**config.mk**
```make
export PLATFORM = sky130hd
export DESIGN_NAME = bounded_deque_with_search
export DESIGN_NICKNAME = d
export VERILOG_FILES = /design/src/hdl/bdqs_pkg.sv /design/src/hdl/bounded_deque_with_search.sv /design/src/hdl/bdqs_ram.sv
export SDC_FILE = /design/constraint.sdc
export NUM_CORES = 1
export LEC_CHECK = 0
export BUFFER_PORTS_ARGS = -buffer_cell sky130_fd_sc_hd__buf_4
export CAP_MARGIN = 5
export CORE_ASPECT_RATIO = 1.75
export CORE_MARGIN = 2
export CORE_UTILIZATION = 45
export CTS_BUF_LIST = sky130_fd_sc_hd__clkbuf_4 sky130_fd_sc_hd__clkbuf_8
export DETAILED_ROUTE_END_ITERATION = 16
export SLEW_MARGIN = 0
export SYNTH_ARGS = -nofsm -noshare
export SYNTH_HDL_FRONTEND = slang
export SYNTH_SLANG_ARGS = --single-unit
```
**constraint.sdc**
```tcl
create_clock -name clock -period 8.66 [get_ports clock]
set_input_delay 0.433 -clock clock [delete_from_list [all_inputs] [get_ports clock]]
set_output_delay 0.433 -clock clock [all_outputs]
set_load 0.01 [all_outputs]
```
**src/hdl/bdqs_pkg.sv**
```systemverilog
package bdqs_pkg;

   localparam int MODE_W   = 3;
   localparam int VALUE_W  = 32;
   localparam int STATUS_W = 2;
   localparam int OCC_W    = 5;
   localparam int RSP_W    = 40;

   localparam logic [MODE_W-1:0] MODE_SEARCH     = 3'd0;
   localparam logic [MODE_W-1:0] MODE_PUSH_FRONT = 3'd1;
   localparam logic [MODE_W-1:0] MODE_PUSH_BACK  = 3'd2;
   localparam logic [MODE_W-1:0] MODE_POP_FRONT  = 3'd3;
   localparam logic [MODE_W-1:0] MODE_POP_BACK   = 3'd4;
   localparam logic [MODE_W-1:0] MODE_REMOVE     = 3'd5;

   localparam logic [STATUS_W-1:0] STAT_OK    = 2'd0;
   localparam logic [STATUS_W-1:0] STAT_EMPTY = 2'd1;
   localparam logic [STATUS_W-1:0] STAT_FULL  = 2'd2;

   typedef enum logic [2:0] {
      ST_IDLE,
      ST_START,
      ST_SCAN,
      ST_SHIFT,
      ST_POPW,
      ST_EMIT
   } dq_state_type;

endpackage

```
**src/hdl/bounded_deque_with_search.sv**
```systemverilog
// push front/back: write, then emit; pop front/back: read, then ST_POPW, then emit
// search: the scan reads one entry per cycle from the entry ram
// remove: the scan as for search, then one entry moved
// per cycle through the ram's separate read and write ports to close the gap
// one request at a time; a new request is taken while the last result still waits
// reset clears count, head pointer and control; ram contents stay undefined
module bounded_deque_with_search #(
   parameter int DEPTH = 16
) (
   input  logic                           clock,
   input  logic                           reset,
   input  logic                           req_tvalid,
   output logic                           req_tready,
   input  logic [bdqs_pkg::VALUE_W-1:0]   req_tdata,   // value[31:0]
   input  logic [bdqs_pkg::MODE_W-1:0]    req_tuser,   // mode[2:0]
   output logic                           rsp_tvalid,
   input  logic                           rsp_tready,
   output logic [bdqs_pkg::RSP_W-1:0]     rsp_tdata,   // popped[31:0], occupancy[36:32]
   output logic [bdqs_pkg::STATUS_W-1:0]  rsp_tuser    // status[1:0]
);

   import bdqs_pkg::*;

   localparam int AW = $clog2(DEPTH);
   localparam int CW = $clog2(DEPTH + 1);

   dq_state_type state_ff, state_in;

   logic [CW-1:0]       count_ff, count_in;
   logic [AW-1:0]       head_ff, head_in;
   logic [MODE_W-1:0]   mode_ff, mode_in;
   logic [VALUE_W-1:0]  value_ff, value_in;
   logic [CW-1:0]       nxt_ff, nxt_in;
   logic                rd_vld_ff, rd_vld_in;
   logic [CW-1:0]       rd_idx_ff, rd_idx_in;
   logic [STATUS_W-1:0] res_status_ff, res_status_in;
   logic [VALUE_W-1:0]  res_popped_ff, res_popped_in;
   logic                rsp_tvalid_ff, rsp_tvalid_in;
   logic [RSP_W-1:0]    rsp_tdata_ff, rsp_tdata_in;
   logic [STATUS_W-1:0] rsp_tuser_ff, rsp_tuser_in;

   logic                ram_we;
   logic [AW-1:0]       ram_waddr;
   logic [VALUE_W-1:0]  ram_wdata;
   logic [AW-1:0]       ram_raddr;
   logic [VALUE_W-1:0]  ram_rdata;

   // logical position to ram address on the circular buffer
   function automatic logic [AW-1:0] phys(input logic [AW-1:0] head, input logic [CW-1:0] off);
      logic [AW:0] sum;
      sum = {1'b0, head} + (AW+1)'(off);
      if (sum >= (AW+1)'(DEPTH)) begin
         sum = sum - (AW+1)'(DEPTH);
      end
      return sum[AW-1:0];
   endfunction

   bdqs_ram #(
      .WIDTH (VALUE_W),
      .DEPTH (DEPTH)
   ) u_ram (
      .clock (clock),
      .we    (ram_we),
      .waddr (ram_waddr),
      .wdata (ram_wdata),
      .raddr (ram_raddr),
      .rdata (ram_rdata)
   );

   always_ff @(posedge clock) begin
      if (reset) begin
         state_ff      <= ST_IDLE;
         count_ff      <= '0;
         head_ff       <= '0;
         rd_vld_ff     <= 1'b0;
         rsp_tvalid_ff <= 1'b0;
      end else begin
         state_ff      <= state_in;
         count_ff      <= count_in;
         head_ff       <= head_in;
         rd_vld_ff     <= rd_vld_in;
         rsp_tvalid_ff <= rsp_tvalid_in;
      end
   end

   always_ff @(posedge clock) begin
      mode_ff       <= mode_in;
      value_ff      <= value_in;
      nxt_ff        <= nxt_in;
      rd_idx_ff     <= rd_idx_in;
      res_status_ff <= res_status_in;
      res_popped_ff <= res_popped_in;
      rsp_tdata_ff  <= rsp_tdata_in;
      rsp_tuser_ff  <= rsp_tuser_in;
   end

   always_comb begin
      state_in      = state_ff;
      count_in      = count_ff;
      head_in       = head_ff;
      mode_in       = mode_ff;
      value_in      = value_ff;
      nxt_in        = nxt_ff;
      rd_vld_in     = 1'b0;
      rd_idx_in     = rd_idx_ff;
      res_status_in = res_status_ff;
      res_popped_in = res_popped_ff;
      rsp_tvalid_in = rsp_tvalid_ff;
      rsp_tdata_in  = rsp_tdata_ff;
      rsp_tuser_in  = rsp_tuser_ff;
      ram_we        = 1'b0;
      ram_waddr     = '0;
      ram_wdata     = value_ff;
      ram_raddr     = '0;

      if (rsp_tvalid_ff && rsp_tready) begin
         rsp_tvalid_in = 1'b0;
      end

      unique case (state_ff)
         ST_IDLE: begin
            if (req_tvalid) begin
               mode_in  = req_tuser;
               value_in = req_tdata;
               state_in = ST_START;
            end
         end
         ST_START: begin
            res_status_in = STAT_OK;
            res_popped_in = '0;
            nxt_in        = '0;
            state_in      = ST_EMIT;
            unique case (mode_ff)
               MODE_SEARCH, MODE_REMOVE: begin
                  state_in = ST_SCAN;
               end
               MODE_PUSH_FRONT: begin
                  if (count_ff == CW'(DEPTH)) begin
                     res_status_in = STAT_FULL;
                  end else begin
                     head_in   = (head_ff == '0) ? AW'(DEPTH - 1) : head_ff - AW'(1);
                     ram_we    = 1'b1;
                     ram_waddr = head_in;
                     count_in  = count_ff + CW'(1);
                  end
               end
               MODE_PUSH_BACK: begin
                  if (count_ff == CW'(DEPTH)) begin
                     res_status_in = STAT_FULL;
                  end else begin
                     ram_we    = 1'b1;
                     ram_waddr = phys(head_ff, count_ff);
                     count_in  = count_ff + CW'(1);
                  end
               end
               MODE_POP_FRONT, MODE_POP_BACK: begin
                  if (count_ff == '0) begin
                     res_status_in = STAT_EMPTY;
                  end else begin
                     ram_raddr = (mode_ff == MODE_POP_FRONT) ? head_ff
                               : phys(head_ff, count_ff - CW'(1));
                     state_in  = ST_POPW;
                  end
               end
               default: begin
                  res_status_in = STAT_EMPTY;
               end
            endcase
         end
         ST_SCAN: begin
            if (rd_vld_ff && ram_rdata == value_ff) begin
               if (mode_ff == MODE_REMOVE) begin
                  // gap at rd_idx_ff, pull the tail down one place
                  nxt_in   = rd_idx_ff + CW'(1);
                  state_in = ST_SHIFT;
               end else begin
                  res_status_in = STAT_OK;
                  state_in      = ST_EMIT;
               end
            end else if (nxt_ff < count_ff) begin
               ram_raddr = phys(head_ff, nxt_ff);
               rd_vld_in = 1'b1;
               rd_idx_in = nxt_ff;
               nxt_in    = nxt_ff + CW'(1);
            end else if (!rd_vld_ff) begin
               res_status_in = STAT_EMPTY;
               state_in      = ST_EMIT;
            end
         end
         ST_SHIFT: begin
            // reads run one entry ahead of writes, so no forwarding is needed
            if (rd_vld_ff) begin
               ram_we    = 1'b1;
               ram_waddr = phys(head_ff, rd_idx_ff - CW'(1));
               ram_wdata = ram_rdata;
            end
            if (nxt_ff < count_ff) begin
               ram_raddr = phys(head_ff, nxt_ff);
               rd_vld_in = 1'b1;
               rd_idx_in = nxt_ff;
               nxt_in    = nxt_ff + CW'(1);
            end else if (!rd_vld_ff) begin
               count_in      = count_ff - CW'(1);
               res_status_in = STAT_OK;
               state_in      = ST_EMIT;
            end
         end
         ST_POPW: begin
            res_popped_in = ram_rdata;
            count_in      = count_ff - CW'(1);
            if (mode_ff == MODE_POP_FRONT) begin
               head_in = phys(head_ff, CW'(1));
            end
            state_in = ST_EMIT;
         end
         ST_EMIT: begin
            if (!rsp_tvalid_ff || rsp_tready) begin
               rsp_tvalid_in = 1'b1;
               rsp_tuser_in  = res_status_ff;
               rsp_tdata_in  = {{(RSP_W - OCC_W - VALUE_W){1'b0}}, OCC_W'(count_ff),
                                res_popped_ff};
               state_in      = ST_IDLE;
            end
         end
         default: begin
            state_in = ST_IDLE;
         end
      endcase
   end

   assign req_tready = (state_ff == ST_IDLE);
   assign rsp_tvalid = rsp_tvalid_ff;
   assign rsp_tdata  = rsp_tdata_ff;
   assign rsp_tuser  = rsp_tuser_ff;

endmodule

```
**src/hdl/bdqs_ram.sv**
```systemverilog
module bdqs_ram #(
   parameter int WIDTH = 32,
   parameter int DEPTH = 16
) (
   input  logic                     clock,
   input  logic                     we,
   input  logic [$clog2(DEPTH)-1:0] waddr,
   input  logic [WIDTH-1:0]         wdata,
   input  logic [$clog2(DEPTH)-1:0] raddr,
   output logic [WIDTH-1:0]         rdata
);

   logic [WIDTH-1:0] mem [DEPTH];
   logic [WIDTH-1:0] rdata_ff;

   always_ff @(posedge clock) begin
      if (we) begin
         mem[waddr] <= wdata;
      end
      rdata_ff <= mem[raddr];
   end

   assign rdata = rdata_ff;

endmodule

```
Yosys cells after proc, flatten, opt, wreduce, memory -nomap -nowiden
Memories as Yosys holds them, arrays and structs flattened. A register that Yosys moved wholly into a read port is not among the register bits. Cells that the tools add are included.

Register bits after elaboration: 132. Latch bits: 0. Memory bits (writable): 512. Bits in read-only memories: 0. Input port bits: 39. Output and inout port bits: 44. Logic and storage cells: 151. Memories: 1.

Memory list: u_ram.mem (depth 16, width 32, rd ports 1, clocked after Yosys merged registers in 1, write ports 1, line bdqs_ram.sv:13) `logic [WIDTH-1:0] mem [DEPTH];`.

$add $sub $neg: 16. Multiply operators: 0. Divide/modulo/power cells: 0. Order comparisons: 6. Equal/unequal tests: 25. Shifts and indexed selects: 0. Multiplexer cells: 67. Bitwise operators: 0. Reductions and logical operators: 23.

Operator list (number): 4-bit two-way mux (17); 32-bit two-way mux (2); 32-bit one-hot mux with 2 select lines (1); 5-bit two-way mux (9); 32-bit equality test (1); 5-bit one-hot mux with 3 select lines (2); 5-bit greater-or-equal comparator (second input constant) (5); 4-bit one-hot mux with 2 select lines (3); 4-bit by 1-bit subtractor with 4-bit output (second input constant) (6); 4-bit by 5-bit adder with 5-bit output (4); 3-bit two-way mux (6); 3-bit one-hot mux with 6 select lines (1); 2-bit != test (second input constant) (8); 5-bit by 1-bit adder with 5-bit output (second input constant) (3); 2-bit two-way mux (7); 3-bit by 2-bit equality test with 1-bit output (second input constant) (4); 3-bit equality test (second input constant) (4); 1-bit two-way mux (12); 3-bit != test (second input constant) (4); 2-bit one-hot mux with 3 select lines (2); 4-bit one-hot mux with 3 select lines (1); 5-bit one-hot mux with 2 select lines (1); 2-bit AND reduction (5); 5-bit by 1-bit subtractor with 5-bit output (second input constant) (2); other kinds (19) (27).

Logic depth before layout (Yosys ltp)
Gate-level depths: netlist (run 1).

Depth in word-level cells: 8. Gate-level depth with buffers: 14. Depth with buffers taken out: 13.

Cells and area by module
A second synthesis (run 1) with hierarchy kept.

Cell total of the unflattened synthesis: 1388. Area total of the unflattened synthesis: 26598.0 µm².

By module, submodules not included: bdqs_ram (times used 1, cells an instance 838, area an instance 19854.0 µm²); bounded_deque_with_search (times used 1, cells an instance 550, area an instance 6744.0 µm²).

Worst setup path before layout (run 1)
OpenSTA, ideal clock, no wires.

Path type: register -> register. From: register head_ff[1]. To: memory u_ram.mem[6][0], enable pin. Library setup time: 0.421 ns. Arrival time: 3.712 ns. Required time: 8.239 ns. Slack: 4.527 ns. Cell stages (with the launch flop): 12. Clock period less this slack: 4.133 ns. Path through: dfxtp_1 > inv_1 > ha_1 > inv_1 > ha_1 > inv_1 > fa_1 > xnor2_1 > xnor2_1 > o22ai_1 > or2_2 > nor2_1.

Word-level cells in the longest chain between the ends: 6. Elaborated cells on any way between the ends: 16. Classes of those cells: 5 x add/sub; 2 x order compare; 8 x mux; 1 x reduce/logical.

RTL lines: from (decl) (line bounded_deque_with_search.sv:30) `logic [AW-1:0] head_ff, head_in;`; from (signal assigned) (line bounded_deque_with_search.sv:80) `head_ff <= head_in;`; 4-bit by 5-bit adder with 5-bit output (line bounded_deque_with_search.sv:51) `sum = {1'b0, head} + (AW+1)'(off);`; 4-bit by 1-bit subtractor with 4-bit output / 5-bit greater-or-equal comparator (equally long branches) (line bounded_deque_with_search.sv:53, bounded_deque_with_search.sv:52); 4-bit two-way mux (line bounded_deque_with_search.sv:52) `if (sum >= (AW+1)'(DEPTH)) begin`; 4-bit two-way mux (line bounded_deque_with_search.sv:148) `if (count_ff == CW'(DEPTH)) begin`; 4-bit one-hot mux with 2 select lines (line bounded_deque_with_search.sv:133) `unique case (mode_ff)`; 4-bit one-hot mux with 2 select lines * (line bounded_deque_with_search.sv:120) `unique case (state_ff)`; to (decl) (line bdqs_ram.sv:13).

Every way passes the cells marked *; elsewhere a longest branch is shown, timed or not.

Worst setup path in the final report (run 1)
From: register value_ff[7]. To: register u_ram.rdata_ff[21] (netlist: u_ram.rdata[21]) (read register of u_ram.mem).

Word-level cells in the longest chain between the ends: 4.

RTL lines: from (decl) (line bounded_deque_with_search.sv:32) `logic [VALUE_W-1:0] value_ff, value_in;`; from (signal assigned) (line bounded_deque_with_search.sv:88) `value_ff <= value_in;`; 32-bit equality test (line bounded_deque_with_search.sv:171) `if (rd_vld_ff && ram_rdata == value_ff) begin`; 1-bit logical AND (line bounded_deque_with_search.sv:171); 4-bit two-way mux (line bounded_deque_with_search.sv:171); 4-bit one-hot mux with 3 select lines (line bounded_deque_with_search.sv:120); to (decl) (line bdqs_ram.sv:14) `logic [WIDTH-1:0] rdata_ff;`.

Every way passes these cells. A chain may end at the register's enable or synchronous reset.

==> impl_metrics.toml, run 1 <==
[outcome]
status = "complete, no violations"

[die]
core_um2 = 59200
rows = 118
pin_count = 83
die_w_um = 189
dieArea_um2 = 62000
start_util_pct = 45.6
die_y_um = 328

[synthesis]
syn-mean-instance-area_um2 = 14.5
synthArstFlopShare_pct = 0
synth_cells = 1866
syn_area_um2 = 27000
synth_top_area_cell = "edfxtp_1"
yosysMostFrequentCell = "edfxtp_1"
synthTopCellsByCount = "edfxtp_1 (630), nand2_1 (333), a21oi_1 (148)"
synthTopCellsByArea = "edfxtp_1 (70%), nand2_1 (4.6%), dfxtp_1 (3.4%)"
ys_warn_count = 0
synth_edf_count = 630
yosysSeqAreaShare_pct = 73.5
synth_cell_type_count = 55
synth_top_flop_cell = "edfxtp_1"
yosysTopAreaCellShare_pct = 70.1
ys_ff_latch = 676

[global_routing]
first_global_vias = 16200
grt_pass1_wl_um = 101000
grt_overflow = 0
grtUsageTotal_pct = 21.9
grt_start_max_net_pins = 193
antenna_found_initial = 3

[drt]
drt_first_pass_iters = 5
drt-total-wl_um = 68200
num_vias = 16200
wire_per_inst_um = 24.0
drt-initial-drc-count = 1335
viasPerCell = 5.69
drc_errors = 0
ant_nets = 0

[sta]
tns_ns = 0
fin_skew_ns = 0.0300
rsz0062_at_grt = "no"
drv_slew = 0
relSlewSlack_pct = 12.0
period_share_pct = 56.7
timing.hold.ws_ns = 0.0946
max_freq_mhz = 204
setup_viol = 0
layout_min_cycle_time_ns = 4.91
final_hold_viol_count = 0
worstMarginPinSlew_ns = 1.32

[layout]
area.growth.synth_to_final_pct = 14.0
fin_nets = 2056
drive_gt1_share_pct = 15.9
fin_area_um2 = 30800
instances_no_fill = 2847

[critical_path]
required_ns = 9.27
worst_setup_path_start_kind = "flip-flop"
path_max_fanout = 88
critPathKind = "flip-flop to flip-flop"
cp_data_arrival_time_ns = 5.52
end_kind = "flip-flop"

[placement]
dp_cells = 2637
dpl_cell_area_um2 = 28500
hpwl_um = 40200
place.gp.congestion = 0.925
io_buffer_count = 79

[clock_tree]
ctsResizeCount = 0
numCtsBuffers = 92
root_buffer = "clkbuf_8"
clk_path_buf_depth = 3
postCtsSetupRepairBufs = 0
ctsHoldBuffers = 35
htreeDepth = 3
worstSkewPairLatency_ns = 0.67
cts_tree = "done"
cts_num_sinks = 676
cts.clk_slew.worst_paths_ns = 0.07

[power_and_ir_drop]
total_leakage_power_nw = 10.6
total_power_mw = 7.11
vdd_ir_drop_max_mv = 0.155
power.density_nw_per_um2 = 231

[min_path]
hold_path_class = "input pin to flip-flop"

[run]
max_cap_viol_count = 0
[where the power goes]
group	leakage (nW)	switching, mW	internal (mW)
sequential	6.10	0.130	3.81
combinational	3.52	0.483	0.237
clock	1.00	1.16	1.30
[cell usage in the layout (no fill, tap or decap), types with 3 or more instances in the layout]
| master | count |
|---|---|
| edfxtp_1 | 630 |
| nand2_1 | 333 |
| a21oi_1 | 148 |
| clkbuf_8 | 103 |
| buf_4 | 102 |
| nand3_1 | 72 |
| mux2i_1 | 64 |
| a221o_1 | 64 |
| a32oi_1 | 63 |
| xnor2_1 | 55 |
| dfxtp_1 | 46 |
| nor2_1 | 35 |
| dlygate4sd3_1 | 35 |
| and3_1 | 33 |
| mux2_2 | 33 |
| clkbuf_4 | 33 |
| ha_1 | 24 |
| inv_1 | 22 |
| nor2_4 | 18 |
| clkinv_1 | 15 |
| o21ai_0 | 14 |
| nand4_1 | 13 |
| clkinv_2 | 12 |
| nand2b_1 | 8 |
| nor2b_1 | 7 |
| nor3_1 | 6 |
| xor2_1 | 5 |
| buf_12 | 5 |
| a21o_1 | 4 |
| a22oi_1 | 4 |
| fa_1 | 4 |
| clkinvlp_4 | 4 |
| nor4_1 | 3 |
| o31ai_1 | 3 |
| o22ai_1 | 3 |
| conb_1 | 3 |
[per-stage QoR]
step | util [%] | setup slack (ns)
after floorplan | - | 4.53
after global placement | 48.0 | 3.85
after detailed placement | 48.1 | 3.79
after CTS | 51.9 | 3.78
after global routing | 52.0 | 3.63
final | 52.0 | 3.75
[cells by family (layout without fill, tap and decap cells)]
kind of cell	count (synthesis)	after routing	synth area share (%)
mux	97	97	3.75
fa+ha+maj	28	28	1.41
buf+inv	139	337	2.23
flops	676	676	73.5
other cells	1	4	0.0139
compound gates	322	322	8.41
xor+xnor	60	60	1.95
simple gates	543	543	8.73
[critical path, stage by stage (launching register included)]
cell and delay [ns]:
edfxtp_1 0.41, xnor2_1 0.76, nand4_1 0.36, or4_1 0.66
nor4b_4 0.50, o41a_2 0.51, buf_4 0.91, mux2i_1 0.18
a221o_1 0.43, nand3_1 0.10
[layout make-up]
cell class | count | area, um^2
fill | 4828 | 28400
sequential | 676 | 19800
multi-input combinational | 1053 | 6720
clock buffer | 136 | 1670
timing repair buffer | 144 | 1270
tap | 780 | 976
clock inverter | 35 | 226
inverter | 22 | 82.6
antenna | 1 | 2.50
[layer usage]
metal	global-route usage, %	wire (um)	up-vias	part of all wire [%]
li1	-	-	7325	-
met1	26.2	26000	8108	38
met2	39.6	35900	613	53
met3	2.77	3680	141	5.4
met4	9.53	2680	0	3.9
met5	0	0	-	0
[state kept, by name (all words and copies together), names as in the netlist]
name	flops
count_ff	5
head_ff	4
mode_ff	3
nxt_ff	5
rd_idx_ff	5
rd_vld_ff	1
res_popped_ff	32
res_status_ff	2
rsp_tdata	37
rsp_tuser	2
rsp_tvalid	1
state_ff	3
u_ram.mem	512
u_ram.rdata	32
value_ff	32
[final timing paths]
check / from / end / slack (ns) / cells after the start
worst max-delay path: value_ff[7] / u_ram.rdata[21] / 3.75 / 9
worst min-delay path: reset / rsp_tvalid / 0.09 / 2
worst max register to register: value_ff[7] / u_ram.rdata[21] / 3.75 / 9
worst min register to register: res_popped_ff[10] / rsp_tdata[10] / 0.42 / 0
(Power assumes the default switching activity.)
==> inputs of run 2 (changes only) <==
- ABC_AREA: not set -> 1
- clock period: 8.66 -> 4.1 ns (I/O delays scaled with it)
==> run 2 against run 1 <==
Count of clock-buffer cells in the layout is 2 lower; via count increased by 35%; cell count rose by 41%; critical endpoint is now u_ram.rdata[13]; sequential cell count did not move; area after synthesis grew 13%; power rose by 120%; register-to-register slack lost 3.0 ns; critical path depth grew 7.
==> impl_metrics.toml, run 2 <==
[outcome]
status = "complete, no violations"

[synthesis]
yosysTopAreaCellShare_pct = 62.2
synthTopCellsByCount = "edfxtp_1 (630), inv_1 (612), nand3_1 (467)"
synth_cell_type_count = 41
yosysMostFrequentCell = "edfxtp_1"
syn_area_um2 = 30400
ys_warn_count = 0
synthArstFlopShare_pct = 0
synthTopCellsByArea = "edfxtp_1 (62%), nand3_1 (7.7%), inv_1 (7.6%)"
synth_edf_count = 630
synth_top_flop_cell = "edfxtp_1"
ys_ff_latch = 676
syn-mean-instance-area_um2 = 10.5
synth_cells = 2903
yosysSeqAreaShare_pct = 65.2
synth_top_area_cell = "edfxtp_1"

[critical_path]
critPathKind = "flip-flop to flip-flop"
end_kind = "flip-flop"
worst_setup_path_start_kind = "flip-flop"
rrSetupSlack_ns = 0.72
r2r-start = "value_ff[9]"
r2r_cells = 16
r2r-end = "u_ram.rdata[13]"
critical_path.endpoint = "u_ram.rdata[13]"
cp_data_arrival_time_ns = 3.95
required_ns = 4.67
crit_start = "value_ff[9]"
path_max_fanout = 19

[power_and_ir_drop]
pwr-share-seq_pct = 52.1
total_leakage_power_nw = 14.5
internal_power_mw = 11.7
power.density_nw_per_um2 = 459
vdd_ir_drop_max_mv = 0.215
sw_frac_of_total_pct = 26.6
p_sw_mw = 4.26
power_frac_clock_pct = 34.3
comb_power_share_pct = 13.6

[drt]
viasPerCell = 5.44
ant_nets = 0
wire_per_inst_um = 21.3
drt_first_pass_iters = 6
drc_errors = 0
drt-initial-drc-count = 1814
num_vias = 21800
drt-total-wl_um = 85700

[sta]
period_share_pct = 82.4
rsz0062_at_grt = "no"
drv_slew = 0
worstMarginPinSlew_ns = 1.26
tns_ns = 0
timing.hold.ws_ns = 0.0891
fin_skew_ns = 0.0344
relSlewSlack_pct = 15.6
max_freq_mhz = 296
layout_min_cycle_time_ns = 3.38
setup_viol = 0
final_hold_viol_count = 0

[layout]
layout_common_cells = "edfxtp_1 (630), inv_1 (611), nand3_1 (466)"
final_util_pct = 51.8
fillers = 5926
fin_nets = 3107
multi_input_area_um2 = 7570
top_register = "u_ram.mem"
drive_gt1_share_pct = 12.4
seq_area_um2 = 19800
fin_area_um2 = 34800
final_common_cell = "edfxtp_1"
area.growth.synth_to_final_pct = 14.5
largest_reg_flops = 512

[run]
max_cap_viol_count = 0

[clock_tree]
postCtsSetupRepairBufs = 0
numCtsBuffers = 94
clk_path_buf_depth = 3
cts.clk_slew.worst_paths_ns = 0.07
ctsHoldBuffers = 39
worstSkewPairLatency_ns = 0.71
htreeDepth = 3
cts_num_sinks = 676
cts_tree = "done"
ctsResizeCount = 0
root_buffer = "clkbuf_8"

[die]
core_um2 = 67200
die_w_um = 201
dieArea_um2 = 69800
die_y_um = 348
start_util_pct = 45.3
rows = 126
pin_count = 83

[placement]
dpl_cell_area_um2 = 32400
hpwl_um = 49400
io_buffer_count = 79
place.gp.congestion = 0.937

[min_path]
hold_path_class = "input pin to flip-flop"

[global_routing]
grtUsageTotal_pct = 24.5
grt_start_max_net_pins = 175
first_global_vias = 21200
grt_pass1_wl_um = 129000
grt_overflow = 0
antenna_found_initial = 2
[run 2: layout make-up]
| class | instances | share of cell area, % |
|---|---|---|
| sequential | 676 | 57.0 |
| multi-input combinational | 1433 | 21.7 |
| inverter | 622 | 6.71 |
| timing repair buffer | 213 | 5.63 |
| clock buffer | 134 | 4.69 |
| tap | 896 | 3.22 |
| clock inverter | 41 | 1.02 |
| antenna | 1 | 0.00719 |
[run 2: cell families (layout without fill, tap and decap cells)]
family	count (synthesis)	count (layout)	share of synthesized area, %
compound gates	106	106	1.95
xor+xnor	41	41	1.18
fa+ha+maj	28	28	1.25
buf+inv	796	1010	10.6
flops	676	676	65.2
other cells	1	4	0.0123
simple gates	1255	1255	19.8
[run 2: how the worst min path moves through the flow]
stage	from	end	depth (start not counted)
floorplan	reset	count_ff[2]	1
global placement	req_tdata[28]	value_ff[28]	1
detailed placement	req_tdata[31]	value_ff[31]	1
CTS	rsp_tready	state_ff[2]	6
global route	rsp_tready	state_ff[2]	6
finish	rsp_tready	state_ff[2]	6
[run 2: power groups by stage]
| stage | sequential [mW] | combinational (mW) | clock, mW |
|---|---|---|---|
| after global placement | 8.46 | 2.11 | 0 |
| after global routing | 8.35 | 2.39 | 5.88 |
| after CTS | 8.33 | 2.18 | 5.62 |
| after detailed placement | 8.47 | 2.13 | 0 |
| after floorplan | 8.39 | 1.30 | 0 |
| final | 8.33 | 2.17 | 5.49 |
[run 2: critical path, cell delays in order, from the launching register on]
cell,delay [ns]
edfxtp_1,0.42
inv_1,0.10
nand2_1,0.06
nand2_1,0.07
nand2_1,0.05
nor2_1,0.32
nand2_1,0.20
nor2_1,0.16
nand3_2,0.16
nand2_1,0.16
nand2_2,0.15
nand2_2,0.23
o21a_2,0.57
buf_12,0.26
nand3_1,0.10
nand3_1,0.09
nand2_1,0.10
[run 2: routing by layer]
metal	part of all wire (%)	wire (um)	vias up	track usage, %
met1	38	32300	10600	29.8
met5	0.012	10	-	0
li1	-	-	10100	-
met4	4.5	3900	2	12.1
met2	51	43600	953	43.0
met3	6.9	5960	191	3.40
[run 2: through the flow]
step	worst slack (ns)	total power [mW]	instances
final	0.723	16.0	4016
after global routing	0.549	16.6	4016
after CTS	0.726	16.1	4015
after detailed placement	0.759	10.6	3801
after global placement	0.683	10.6	3801
after floorplan	0.205	9.69	2905
==> inputs of run 3 (changes only) <==
- clock period: 4.1 -> 3.25 ns (I/O delays scaled with it)
==> run 3 against run 2 <==
Sequential share of layout area decreased by 1.3 points; non-clock buffer count increased by 49; fmax increased by 10%; clock power is 30% higher; via count grew 1.2%; count of clock-buffer cells in the layout fell by 10; clock skew rose by 0.013 ns; sequential power increased by 26%; first-iteration DRC count rose by 19%; register-to-register slack worse by 0.54 ns; die area is the same; worst setup slack lost 0.54 ns; critical path type unchanged.
==> impl_metrics.toml, run 3 (synthesis gave the netlist of run 2 again) <==
[die]
rows = 126
die_y_um = 348
start_util_pct = 45.3
core_um2 = 67200
dieArea_um2 = 69800
die_w_um = 201
pin_count = 83

[drt]
viasPerCell = 5.43
num_vias = 22100
drt_first_pass_iters = 5
drc_errors = 0
drt-initial-drc-count = 2166
drt-total-wl_um = 86200
wire_per_inst_um = 21.2
ant_nets = 0

[min_path]
hold_path_class = "input pin to flip-flop"

[run]
max_cap_viol_count = 0

[clock_tree]
worstSkewPairLatency_ns = 0.73
cts_tree = "done"
root_buffer = "clkbuf_8"
postCtsSetupRepairBufs = 0
cts_num_sinks = 676
cts.clk_slew.worst_paths_ns = 0.07
numCtsBuffers = 95
htreeDepth = 3
clk_path_buf_depth = 3

[critical_path]
end_kind = "flip-flop"
cp_slowest_cell = "a22oi_1"
cp_data_arrival_time_ns = 3.43
path_max_fanout = 28
cp_slowest_stage_delay_ns = 0.46
worst_setup_path_start_kind = "flip-flop"
cp_cell_sequence = "buf_4 -> ha_1 -> fa_1 -> nand3_1 -> o21ai_0 -> a22oi_1 -> nand2_1 -> nor2_4 -> buf_12"
required_ns = 3.61
critPathKind = "flip-flop to flip-flop"

[layout]
largest_reg_flops = 512
top_register = "u_ram.mem"
area.growth.synth_to_final_pct = 17.2
fin_nets = 3157
layout_common_cells = "edfxtp_1 (630), inv_1 (610), nand3_1 (465)"
final_common_cell = "edfxtp_1"
fin_area_um2 = 35600
drive_gt1_share_pct = 13.8

[global_routing]
first_global_vias = 21800
grt_start_max_net_pins = 135
busiest_layer = "met2"
grt_pass1_wl_um = 130000
met3_usage_pct = 3.87
grtUsageMet1_pct = 28.9
grtUsageTotal_pct = 24.7
grt_overflow = 0
antenna_found_initial = 1
use_met2_pct = 43.9

[power_and_ir_drop]
power.density_nw_per_um2 = 575
vdd_ir_drop_max_mv = 0.304
total_leakage_power_nw = 14.8

[sta]
max_freq_mhz = 326
final_hold_viol_count = 0
layout_min_cycle_time_ns = 3.07
setup_viol = 0
drv_slew = 0
fin_skew_ns = 0.0478
rsz0062_at_grt = "no"
relSlewSlack_pct = 20.5
tns_ns = 0
period_share_pct = 94.4
worstMarginPinSlew_ns = 1.19

[placement]
dpl_cell_area_um2 = 33200
hpwl_um = 52000
place.gp.congestion = 0.877
io_buffer_count = 79

[outcome]
status = "complete, no violations"
run 3: changes by cell type in the layout (fill, tap and decap cells not counted), sizes merged:
cell / previous run / this run
diode: 1 / 2
clkinv: 29 / 38
clkbuf: 134 / 124
inv: 624 / 623
bufinv: 6 / 8
buf: 174 / 224
clkinvlp: 4 / 5
dlygate4sd3: 39 / 38
run 3: through the flow:
step                hold slack, ns  setup WS, ns  cells  power, mW  utilization, %
floorplan                    0.232        0.0292   2905       12.2               -
global placement             0.343         0.137   3850       13.4            49.4
detailed placement           0.342         0.141   3850       13.5            49.4
CTS                          0.110        0.0866   4064       20.6            53.0
global route                 0.151       0.00713   4066       21.3            53.1
finish                       0.161         0.182   4067       20.5            53.1
run 3: worst max-delay path: cells and delay by family, from the launching register on:
family / cells / cell delay [ns]
flops: 1 / 0.31
buf+inv: 2 / 0.43
fa+ha+maj: 2 / 0.65
compound gates: 2 / 0.55
simple gates: 3 / 0.74
run 3: path summary, 6_finish.rpt:
check / startpoint / to / slack [ns] / depth (start not counted)
min reg2reg: res_popped_ff[31] / rsp_tdata[31] / 0.41 / 0
max reg2reg: head_ff[0] / u_ram.mem[5][15] / 0.18 / 9
max: head_ff[0] / u_ram.mem[5][15] / 0.18 / 9
min: req_tdata[19] / value_ff[19] / 0.16 / 2
run 3: what timing repair did:
item,4_1_cts,5_1_grt
endpoints found under the hold margin,49,0
resized for setup,0,5
endpoints found under the setup margin,0,100
hold buffers,38,0
run 3: layout make-up:
| type | instances | area (um^2) |
|---|---|---|
| fill | 5855 | 31500 |
| sequential | 676 | 19800 |
| multi-input combinational | 1433 | 7590 |
| timing repair buffer | 262 | 2710 |
| inverter | 622 | 2340 |
| clock buffer | 124 | 1580 |
| tap | 896 | 1120 |
| clock inverter | 52 | 459 |
| antenna | 2 | 5.00 |
run 3: power breakdown:
group	leakage, nW	internal, mW	switching [mW]
registers	6.11	10.2	0.273
logic	7.67	0.958	1.92
clock network	1.06	3.82	3.32
total	14.8	15.0	5.51
run 3: layer usage:
metal  routed length (um)  share of wire [%]
met1                32000                 37
met4                 3980                4.6
met3                 6100                7.1
met5                    0                  0
met2                44100                 51
